==> src/hdl/fula_pkg.sv <==
package fula_pkg;

    // field and register widths
    localparam int NUM_UNITS_W = 9;
    localparam int UNIT_SIZE_W = 21;
    localparam int REQ_SIZE_W  = 24;
    localparam int INDEX_W     = 9;
    localparam int STATUS_W    = 2;
    localparam int GRANT_W     = 8;
    localparam int IN_TDATA_W  = 40;
    localparam int OUT_TDATA_W = 8;
    localparam int CFG_INDEX_W = 1;

    // default pool storage
    localparam int DEFAULT_MAX_UNITS = 256;

    // register reset values
    localparam logic [NUM_UNITS_W-1:0] RST_NUM_UNITS = 9'd50;
    localparam logic [UNIT_SIZE_W-1:0] RST_UNIT_SIZE = 21'd1024;

    // register indexes
    localparam logic [CFG_INDEX_W-1:0] REG_NUM_UNITS = 1'b0;
    localparam logic [CFG_INDEX_W-1:0] REG_UNIT_SIZE = 1'b1;

    // command codes
    localparam logic CMD_ALLOC = 1'b0;
    localparam logic CMD_FREE  = 1'b1;

    // result status codes
    localparam logic [STATUS_W-1:0] STATUS_GRANT     = 2'd0;
    localparam logic [STATUS_W-1:0] STATUS_SYS_ALLOC = 2'd1;
    localparam logic [STATUS_W-1:0] STATUS_RETURNED  = 2'd2;
    localparam logic [STATUS_W-1:0] STATUS_SYS_FREE  = 2'd3;

    // sequencer states
    typedef enum logic [1:0] {
        S_SWEEP,
        S_IDLE,
        S_POP,
        S_HOLD
    } state_t;

endpackage

==> src/hdl/fula_link_mem.sv <==
module fula_link_mem #(
    parameter int DEPTH = fula_pkg::DEFAULT_MAX_UNITS,
    parameter int AW    = $clog2(DEPTH),
    parameter int DW    = AW + 1
) (
    input  logic          clk,
    input  logic          we,
    input  logic [AW-1:0] waddr,
    input  logic [DW-1:0] wdata,
    input  logic          re,
    input  logic [AW-1:0] raddr,
    output logic [DW-1:0] rdata
);

    logic [DW-1:0] mem [DEPTH];
    logic [DW-1:0] rdata_reg;

    // write port
    always_ff @(posedge clk)
    begin
        if (we)
        begin
            mem[waddr] <= wdata;
        end
    end

    // registered read port, holds its data between reads
    always_ff @(posedge clk)
    begin
        if (re)
        begin
            rdata_reg <= mem[raddr];
        end
    end

    assign rdata = rdata_reg;

endmodule

==> src/hdl/fixed_unit_free_list_allocator.sv <==
// Fixed-unit free-list allocator.
// Requests arrive on the s_ channel: s_tuser is the command (allocate or
// free), s_tdata carries req_size, use_pool and unit_index. Each request
// gives exactly one result on the m_ channel: m_tuser is the status, m_tdata
// the granted unit index (zero unless a pool unit was granted).
// Configuration is written through cfg_we / cfg_index / cfg_wdata; the user
// must write it only while the block is idle, which the block itself does
// not enforce; writing num_units rebuilds the free list.
// A free or fallback result is registered on its transfer; a pool grant is
// registered in the pop state, after the link memory read.
// Frees and fallbacks are taken one request a cycle while the receiver keeps
// up; a pool grant holds s_tready low in the pop state as the head moves on.
// Reset and every num_units write start a rebuild sweep over the first
// min(num_units, MAX_UNITS) link memory entries, with s_tready low.
// A stalled receiver holds the result in the output register; one more
// result waits in a skid register, after which s_tready drops.
module fixed_unit_free_list_allocator #(
    parameter int MAX_UNITS = fula_pkg::DEFAULT_MAX_UNITS
) (
    input  logic                                 clk,
    input  logic                                 rst_n,
    // request: s_tdata = req_size[23:0], use_pool[24], unit_index[33:25]
    input  logic                                 s_tvalid,
    output logic                                 s_tready,
    input  logic [fula_pkg::IN_TDATA_W-1:0]      s_tdata,
    // s_tuser = cmd
    input  logic                                 s_tuser,
    // result: m_tdata = granted_index[7:0]
    output logic                                 m_tvalid,
    input  logic                                 m_tready,
    output logic [fula_pkg::OUT_TDATA_W-1:0]     m_tdata,
    // m_tuser = status[1:0]
    output logic [fula_pkg::STATUS_W-1:0]        m_tuser,
    // configuration write port
    input  logic                                 cfg_we,
    input  logic [fula_pkg::CFG_INDEX_W-1:0]     cfg_index,
    input  logic [fula_pkg::UNIT_SIZE_W-1:0]     cfg_wdata
);

    localparam int IW = $clog2(MAX_UNITS);
    localparam int CW = $clog2(MAX_UNITS + 1);
    localparam int WW = (CW > fula_pkg::INDEX_W) ? CW : fula_pkg::INDEX_W;
    localparam int GW = (IW > fula_pkg::GRANT_W) ? IW : fula_pkg::GRANT_W;
    localparam int DW = IW + 1;
    localparam int RST_NEFF = (int'(fula_pkg::RST_NUM_UNITS) > MAX_UNITS) ?
                              MAX_UNITS : int'(fula_pkg::RST_NUM_UNITS);

    fula_pkg::state_t state_reg, state_next;

    logic [CW-1:0]                    n_eff_reg, n_eff_next;
    logic [fula_pkg::UNIT_SIZE_W-1:0] unit_size_reg, unit_size_next;
    logic [IW-1:0]                    head_reg, head_next;
    logic                             head_valid_reg, head_valid_next;
    logic [CW-1:0]                    sweep_reg, sweep_next;

    logic                             out_valid_reg, out_valid_next;
    logic [fula_pkg::STATUS_W-1:0]    out_status_reg, out_status_next;
    logic [fula_pkg::GRANT_W-1:0]     out_index_reg, out_index_next;
    logic [fula_pkg::STATUS_W-1:0]    pend_status_reg, pend_status_next;
    logic [fula_pkg::GRANT_W-1:0]     pend_index_reg, pend_index_next;

    // request fields
    logic                             in_cmd;
    logic [fula_pkg::REQ_SIZE_W-1:0]  in_req;
    logic                             in_use;
    logic [fula_pkg::INDEX_W-1:0]     in_idx;

    logic                             accept;
    logic                             slot_free;
    logic                             alloc_ok;
    logic                             free_ok;
    logic                             pop_now;
    logic                             imm_now;
    logic                             cfg_num_wr;
    logic [WW-1:0]                    cfg_units_ext;
    logic [CW-1:0]                    cfg_n_eff;
    logic [WW-1:0]                    idx_ext;
    logic [GW-1:0]                    head_wide;
    logic [fula_pkg::STATUS_W-1:0]    imm_status;
    logic [fula_pkg::STATUS_W-1:0]    res_status;
    logic [fula_pkg::GRANT_W-1:0]     res_index;
    logic                             produce;

    // link memory port signals
    logic                             mem_we;
    logic [IW-1:0]                    mem_waddr;
    logic [DW-1:0]                    mem_wdata;
    logic                             mem_re;
    logic [DW-1:0]                    mem_rdata;
    logic [IW-1:0]                    sweep_addr;

    fula_link_mem #(
        .DEPTH (MAX_UNITS),
        .AW    (IW),
        .DW    (DW)
    ) u_link_mem (
        .clk   (clk),
        .we    (mem_we),
        .waddr (mem_waddr),
        .wdata (mem_wdata),
        .re    (mem_re),
        .raddr (head_reg),
        .rdata (mem_rdata)
    );

    // field unpacking
    assign in_cmd = s_tuser;
    assign in_req = s_tdata[23:0];
    assign in_use = s_tdata[24];
    assign in_idx = s_tdata[33:25];

    // request decode
    assign s_tready  = (state_reg == fula_pkg::S_IDLE);
    assign accept    = s_tvalid && s_tready;
    assign slot_free = !out_valid_reg || m_tready;
    assign alloc_ok  = (in_req <= fula_pkg::REQ_SIZE_W'(unit_size_reg)) && in_use &&
                       (n_eff_reg != '0) && head_valid_reg;
    assign idx_ext   = WW'(in_idx);
    assign free_ok   = idx_ext < WW'(n_eff_reg);
    assign pop_now   = accept && (in_cmd == fula_pkg::CMD_ALLOC) && alloc_ok;
    assign imm_now   = accept && !pop_now;
    assign head_wide = GW'(head_reg);
    assign sweep_addr = sweep_reg[IW-1:0];

    // status of a result that needs no memory read
    always_comb
    begin
        if (in_cmd == fula_pkg::CMD_FREE)
        begin
            imm_status = free_ok ? fula_pkg::STATUS_RETURNED : fula_pkg::STATUS_SYS_FREE;
        end
        else
        begin
            imm_status = fula_pkg::STATUS_SYS_ALLOC;
        end
    end

    // effective unit count of a num_units write
    assign cfg_num_wr    = cfg_we && (cfg_index == fula_pkg::REG_NUM_UNITS);
    assign cfg_units_ext = WW'(cfg_wdata[fula_pkg::NUM_UNITS_W-1:0]);
    assign cfg_n_eff     = (cfg_units_ext > WW'(MAX_UNITS)) ? CW'(MAX_UNITS) :
                           CW'(cfg_units_ext);

    // next state
    always_comb
    begin
        state_next = state_reg;
        case (state_reg)
            fula_pkg::S_SWEEP:
            begin
                if (sweep_reg >= n_eff_reg)
                begin
                    state_next = fula_pkg::S_IDLE;
                end
            end
            fula_pkg::S_IDLE:
            begin
                if (pop_now)
                begin
                    state_next = fula_pkg::S_POP;
                end
                else if (imm_now && !slot_free)
                begin
                    state_next = fula_pkg::S_HOLD;
                end
            end
            fula_pkg::S_POP:
            begin
                state_next = slot_free ? fula_pkg::S_IDLE : fula_pkg::S_HOLD;
            end
            fula_pkg::S_HOLD:
            begin
                if (slot_free)
                begin
                    state_next = fula_pkg::S_IDLE;
                end
            end
            default:
            begin
                state_next = fula_pkg::S_SWEEP;
            end
        endcase
        if (cfg_num_wr)
        begin
            state_next = fula_pkg::S_SWEEP;
        end
    end

    // handshake and datapath
    always_comb
    begin
        n_eff_next       = n_eff_reg;
        unit_size_next   = unit_size_reg;
        head_next        = head_reg;
        head_valid_next  = head_valid_reg;
        sweep_next       = sweep_reg;
        out_valid_next   = out_valid_reg;
        out_status_next  = out_status_reg;
        out_index_next   = out_index_reg;
        pend_status_next = pend_status_reg;
        pend_index_next  = pend_index_reg;
        mem_we           = 1'b0;
        mem_waddr        = sweep_addr;
        mem_wdata        = {(sweep_reg == '0), IW'(sweep_addr - 1'b1)};
        mem_re           = 1'b0;

        // result of this cycle, if any
        if (state_reg == fula_pkg::S_POP)
        begin
            res_status = fula_pkg::STATUS_GRANT;
            res_index  = head_wide[fula_pkg::GRANT_W-1:0];
        end
        else
        begin
            res_status = imm_status;
            res_index  = '0;
        end
        produce = (state_reg == fula_pkg::S_POP) || imm_now;

        // rebuild sweep: unit i links to i-1, unit 0 ends the list
        if (state_reg == fula_pkg::S_SWEEP && sweep_reg < n_eff_reg)
        begin
            mem_we     = 1'b1;
            sweep_next = sweep_reg + 1'b1;
        end

        // free pushes the unit on the head
        if (imm_now && in_cmd == fula_pkg::CMD_FREE && free_ok)
        begin
            mem_we          = 1'b1;
            mem_waddr       = idx_ext[IW-1:0];
            mem_wdata       = {!head_valid_reg, head_reg};
            head_next       = idx_ext[IW-1:0];
            head_valid_next = 1'b1;
        end

        // allocate reads the head link, the head moves on in the pop state
        if (pop_now)
        begin
            mem_re = 1'b1;
        end
        if (state_reg == fula_pkg::S_POP)
        begin
            if (mem_rdata[DW-1])
            begin
                head_next       = '0;
                head_valid_next = 1'b0;
            end
            else
            begin
                head_next = mem_rdata[IW-1:0];
            end
        end

        // output register and skid register
        if (out_valid_reg && m_tready)
        begin
            out_valid_next = 1'b0;
        end
        if (state_reg == fula_pkg::S_HOLD && slot_free)
        begin
            out_valid_next  = 1'b1;
            out_status_next = pend_status_reg;
            out_index_next  = pend_index_reg;
        end
        else if (produce && slot_free)
        begin
            out_valid_next  = 1'b1;
            out_status_next = res_status;
            out_index_next  = res_index;
        end
        else if (produce)
        begin
            pend_status_next = res_status;
            pend_index_next  = res_index;
        end

        // configuration writes
        if (cfg_num_wr)
        begin
            n_eff_next      = cfg_n_eff;
            head_next       = IW'(cfg_n_eff - 1'b1);
            head_valid_next = (cfg_n_eff != '0);
            sweep_next      = '0;
        end
        if (cfg_we && cfg_index == fula_pkg::REG_UNIT_SIZE)
        begin
            unit_size_next = cfg_wdata;
        end
    end

    // control registers
    always_ff @(posedge clk or negedge rst_n)
    begin
        if (!rst_n)
        begin
            state_reg      <= fula_pkg::S_SWEEP;
            n_eff_reg      <= CW'(RST_NEFF);
            unit_size_reg  <= fula_pkg::RST_UNIT_SIZE;
            head_reg       <= IW'(RST_NEFF - 1);
            head_valid_reg <= (RST_NEFF != 0);
            sweep_reg      <= '0;
            out_valid_reg  <= 1'b0;
        end
        else
        begin
            state_reg      <= state_next;
            n_eff_reg      <= n_eff_next;
            unit_size_reg  <= unit_size_next;
            head_reg       <= head_next;
            head_valid_reg <= head_valid_next;
            sweep_reg      <= sweep_next;
            out_valid_reg  <= out_valid_next;
        end
    end

    // result payload registers
    always_ff @(posedge clk)
    begin
        out_status_reg  <= out_status_next;
        out_index_reg   <= out_index_next;
        pend_status_reg <= pend_status_next;
        pend_index_reg  <= pend_index_next;
    end

    assign m_tvalid = out_valid_reg;
    assign m_tuser  = out_status_reg;
    assign m_tdata  = out_index_reg;

`ifndef SYNTHESIS
    // a pop state only follows a transfer
    assert property (@(posedge clk) disable iff (!rst_n)
        state_reg == fula_pkg::S_POP |-> $past(s_tvalid && s_tready))
    else $error("pop state without a request transfer");

    // the skid register is used only while the output register is full
    assert property (@(posedge clk) disable iff (!rst_n)
        state_reg == fula_pkg::S_HOLD |-> out_valid_reg)
    else $error("holding a result with an empty output register");

    // the head of a non-empty list lies inside the pool
    assert property (@(posedge clk) disable iff (!rst_n)
        head_valid_reg |-> CW'(head_reg) < n_eff_reg)
    else $error("free list head outside the pool");

    // only a pool grant carries a nonzero index
    assert property (@(posedge clk) disable iff (!rst_n)
        m_tvalid && m_tuser != fula_pkg::STATUS_GRANT |-> m_tdata == '0)
    else $error("nonzero index without a pool grant");
`endif

endmodule

==> config.mk <==
export PLATFORM = sky130hd
export DESIGN_NAME = fixed_unit_free_list_allocator
export DESIGN_NICKNAME = d
export VERILOG_FILES = /design/src/hdl/fula_pkg.sv /design/src/hdl/fula_link_mem.sv /design/src/hdl/fixed_unit_free_list_allocator.sv
export SDC_FILE = /design/constraint.sdc
export NUM_CORES = 2
export LEC_CHECK = 0
export BUFFER_PORTS_ARGS = -buffer_cell sky130_fd_sc_hd__buf_2
export CAP_MARGIN = 20
export CORE_ASPECT_RATIO = 1.5
export CORE_MARGIN = 4
export CORE_UTILIZATION = 44
export DETAILED_ROUTE_END_ITERATION = 8
export PLACE_DENSITY_LB_ADDON = 0.1
export SYNTH_ARGS = -nofsm -noshare
export SYNTH_HDL_FRONTEND = slang
export SYNTH_SLANG_ARGS = --single-unit
==> constraint.sdc <==
create_clock -name clk -period 20.2 [get_ports clk]
set_input_delay 3.03 -clock clk [delete_from_list [all_inputs] [get_ports clk]]
set_output_delay 3.03 -clock clk [all_outputs]
set_load 0.02 [all_outputs]
==> metrics.md <==
| Metric | Value |
|---|---|
| Status | finished, final reports clean |
| DR top layer | met4 |
| Commonest register cell after synthesis | edfxtp_1 |
| Unrepaired setup endpoints after global routing | false |
| Number of global-route vias before repair | 48,000 |
| PD cells | 151 nW/um^2 |
| CTS sink count | 2,384 |
| Routed Antenna Nets | 0 |
| # DRC | 0 |
| CTS tree | yes |
| Post-synthesis compound-gate area fraction | 3.61% |
| Post-Synth Simple-Gate Area | 3.30% |
| Final slew viol count | 0 |
| Crit path from | s_tdata[31] |
| Setup bufs post-CTS | 0 |
| Wire length per cell | 32.5 um |
| Element type at the critical path start | input pin |
| Worst hold path class | register to register |
| Cts bufs inserted | 227 |
| I/O pin count | 80 |
| WP buf/inv | 2 |
| Yosys warns | 0 |
| Initial Util | 44.3% |
| DRT Wirelength | 255 mm |
| Die ar. | 222,000 sq um |
| Final Hold Viols | 0 |
| WHS Path Cells | 2 |
| Clock Tree Buf Depth | 4 |
| First-pass GRT wire length | 363 mm |
| Worst Path Arrival | 7.45 ns |
| Number of synthesized register bits | 2,384 |
| Register area share after synthesis | 75.7% |
| Syn Area/Cell | 20.1 sq um |
| Syn Inst Count | 4,686 |
| Fmax | 143 MHz |
| Initial DRC count | 4,104 |
| Net Count, Synth | 4,801 |
| GPL Wtd Cong | 0.872 |
| R2R setup slack | 13.98 ns |
| CP delay by family, top | simple AND/OR/NAND/NOR gates |
| # hold bufs at CTS | 0 |
| Adder-cell area share of the yosys netlist | 0.624% |
| Synthesized area | 94,200 sq um |
| Main combinational cell family by area after synthesis | multiplexers |
| LEAKAGE | 33.3 nW |
| Crit path max fanout | 26 |
| Clk_lat worst skew | 0.85 ns |
| Layout cells sized above 1 | 21.8% |
| CP max stage cell | nor2_1 |
| GRT Total Usage | 22.9% |
| Fraction of the cycle the final worst path needs | 34.7% |
| Routed via count | 46,400 |
| Worst setup path category | input pin to register |
| Count of different cell masters after synthesis | 71 |
| Post-synth EDFFs | 2,333 |
| Total gr overflow | 0 |
| Die H | 575 um |
| Number of nets in the layout | 4,966 |
| Met3 WL post-DR | 13.4 mm |
| R2r startpoint | head_reg[0]$_DFFE_PN1P_ |
| Max reg flops | 2,304 |
| Syn-to-layout area delta | 11.2% |
| Most frequent cells in the layout | edfxtp_1, mux4_2, nor2_1 |
| Reg2Reg Depth | 10 |
| Initial antenna violation count | 5 |
| XOR/XNOR share of the synthesized area | 0.149% |
| Drt pass-1 iters | 5 |
| Worst-margin pin slew | 1.27 ns |
| Max-capacitance violation count | 0 |
| CTS H-tree lvls | 4 |
| Clk pin slew, worst setup/hold paths | 0.06 ns |
| Worst clock skew | 0.0436 ns |
| FP Rows | 207 |
| CP Cell Sequence | buf_2 -> ha_1 -> and4_1 -> a21oi_1 -> o2111a_1 -> o21a_1 -> buf_4 -> mux2i_1 -> nand2_1 -> nor2_1 |
| Setup Viol. Count Final | 0 |
| Root buffer cell | clkbuf_16 |
| CP required | 20.64 ns |
| Slew margin rel. | 14.7% |
| Vias per cell | 5.92 |
| Post-CTS sizing | 0 |
| Worst r2r dst | u_link_mem.rdata[8]$_DFFE_PP_ |
| Mux cell area share after synthesis | 14.7% |
| CORE AREA | 213,000 sq um |
| Largest net degree at the start of global routing | 177 |
| Die W | 386 um |
| Commonest non-fill, non-tap cell in the layout | edfxtp_1 |
| TNS Setup | 0 ns |
| Worst Setup EP | u_link_mem.mem[239][2]$_DFFE_PP_ |
| Post-synth ARST share | 2.14% |
| Maximum VDD drop | 0.151 mV |
| Delay of the slowest critical-path stage | 1.01 ns |
| Detail Placement HPWL | 157 mm |
| Port-buffer cells | 73 |
| Worst path depth | 10 |
| DR WL met2 | 131 mm |
| Met1 WL | 98.1 mm |
| CP endpoint kind | register |
| Total power | 15.8 mW |
| Tmin final | 7.01 ns |
## metrics by stage
step	hold slack [ns]	utilization [%]	cell area (sq um)	std cells	setup WS (ns)
6_report	0.481	49.3	105000	7848	13.19
5_1_grt	0.501	49.3	105000	7845	12.99
4_1_cts	0.486	49.2	105000	7833	13.22
3_5_place_dp	0.471	46.0	97700	7432	12.33
3_3_place_gp	0.469	45.9	97600	7428	12.45
2_1_floorplan	0.450	-	94200	4686	3.56
## layout make-up
class                      instances  area (sq um)
antenna                            4          10.0
clock buffer                     280          5940
clock inverter                   121           965
fill                           17400        108000
inverter                          42           158
multi-input combinational       1990         21200
sequential                      2384         71400
tap                             2821          3530
timing repair buffer             206          1550
## Yosys cell counts (all sizes together), types with 15 or more instances
cell type  count  area (sq um)
a221oi        30           263
nand2b        31           194
mux2i        212          2150
mux2          44           495
or2           17           109
dfrtp         43          1080
a22o          18           158
clkbuf       109           409
a21oi         90           450
o21ai         47           235
o221ai        16           140
nand3         51           255
a22oi        146          1100
and2          22           140
nand2        117           447
nor3          45           225
a31oi         16           100
mux4         496         11200
edfxtp      2333         70100
a211oi        20           163
nor4          20           125
ha            47           588
o211ai        21           158
buf          161          1250
inv           41           154
nand4         15          93.8
nor2b         17           106
nor2         318          1190
o22ai         53           332
## worst min-delay path by stage
stage	startpoint	to	slack, ns
floorplan	n_eff_reg[2]$_DFFE_PN0P_	n_eff_reg[2]$_DFFE_PN0P_	0.45
global placement	unit_size_reg[5]$_DFFE_PN0P_	unit_size_reg[5]$_DFFE_PN0P_	0.47
global route	unit_size_reg[5]$_DFFE_PN0P_	unit_size_reg[5]$_DFFE_PN0P_	0.50
detailed placement	unit_size_reg[5]$_DFFE_PN0P_	unit_size_reg[5]$_DFFE_PN0P_	0.47
CTS	unit_size_reg[5]$_DFFE_PN0P_	unit_size_reg[5]$_DFFE_PN0P_	0.49
finish	unit_size_reg[5]$_DFFE_PN0P_	unit_size_reg[5]$_DFFE_PN0P_	0.48
## power breakdown
part           internal [mW]  switching [mW]
combinational           1.43            3.46
sequential              6.78          0.0853
clock                   2.28            1.81
total                   10.5            5.35
## layer usage
| layer | track usage [%] | vias up |
|---|---|---|
| met2 | 39.4 | 1419 |
| met4 | 9.79 | 0 |
| met3 | 3.39 | 453 |
| met1 | 29.0 | 24900 |
| met5 | 0 | - |
| li1 | - | 19600 |
## worst min-delay path: stages, from the launching register on
cell     delay, ns
dfrtp_1       0.34
nand2_1       0.05
o21ai_0       0.06
## cells by family after synthesis
family	count (synthesis)
AND/OR/NAND/NOR	683
flip-flops	2384
buffers and inverters	312
XOR/XNOR	16
AO/OA/AOI/OAI	492
adder cells (fa/ha/maj)	47
multiplexers	752
Power figures use the tool's default switching activity.
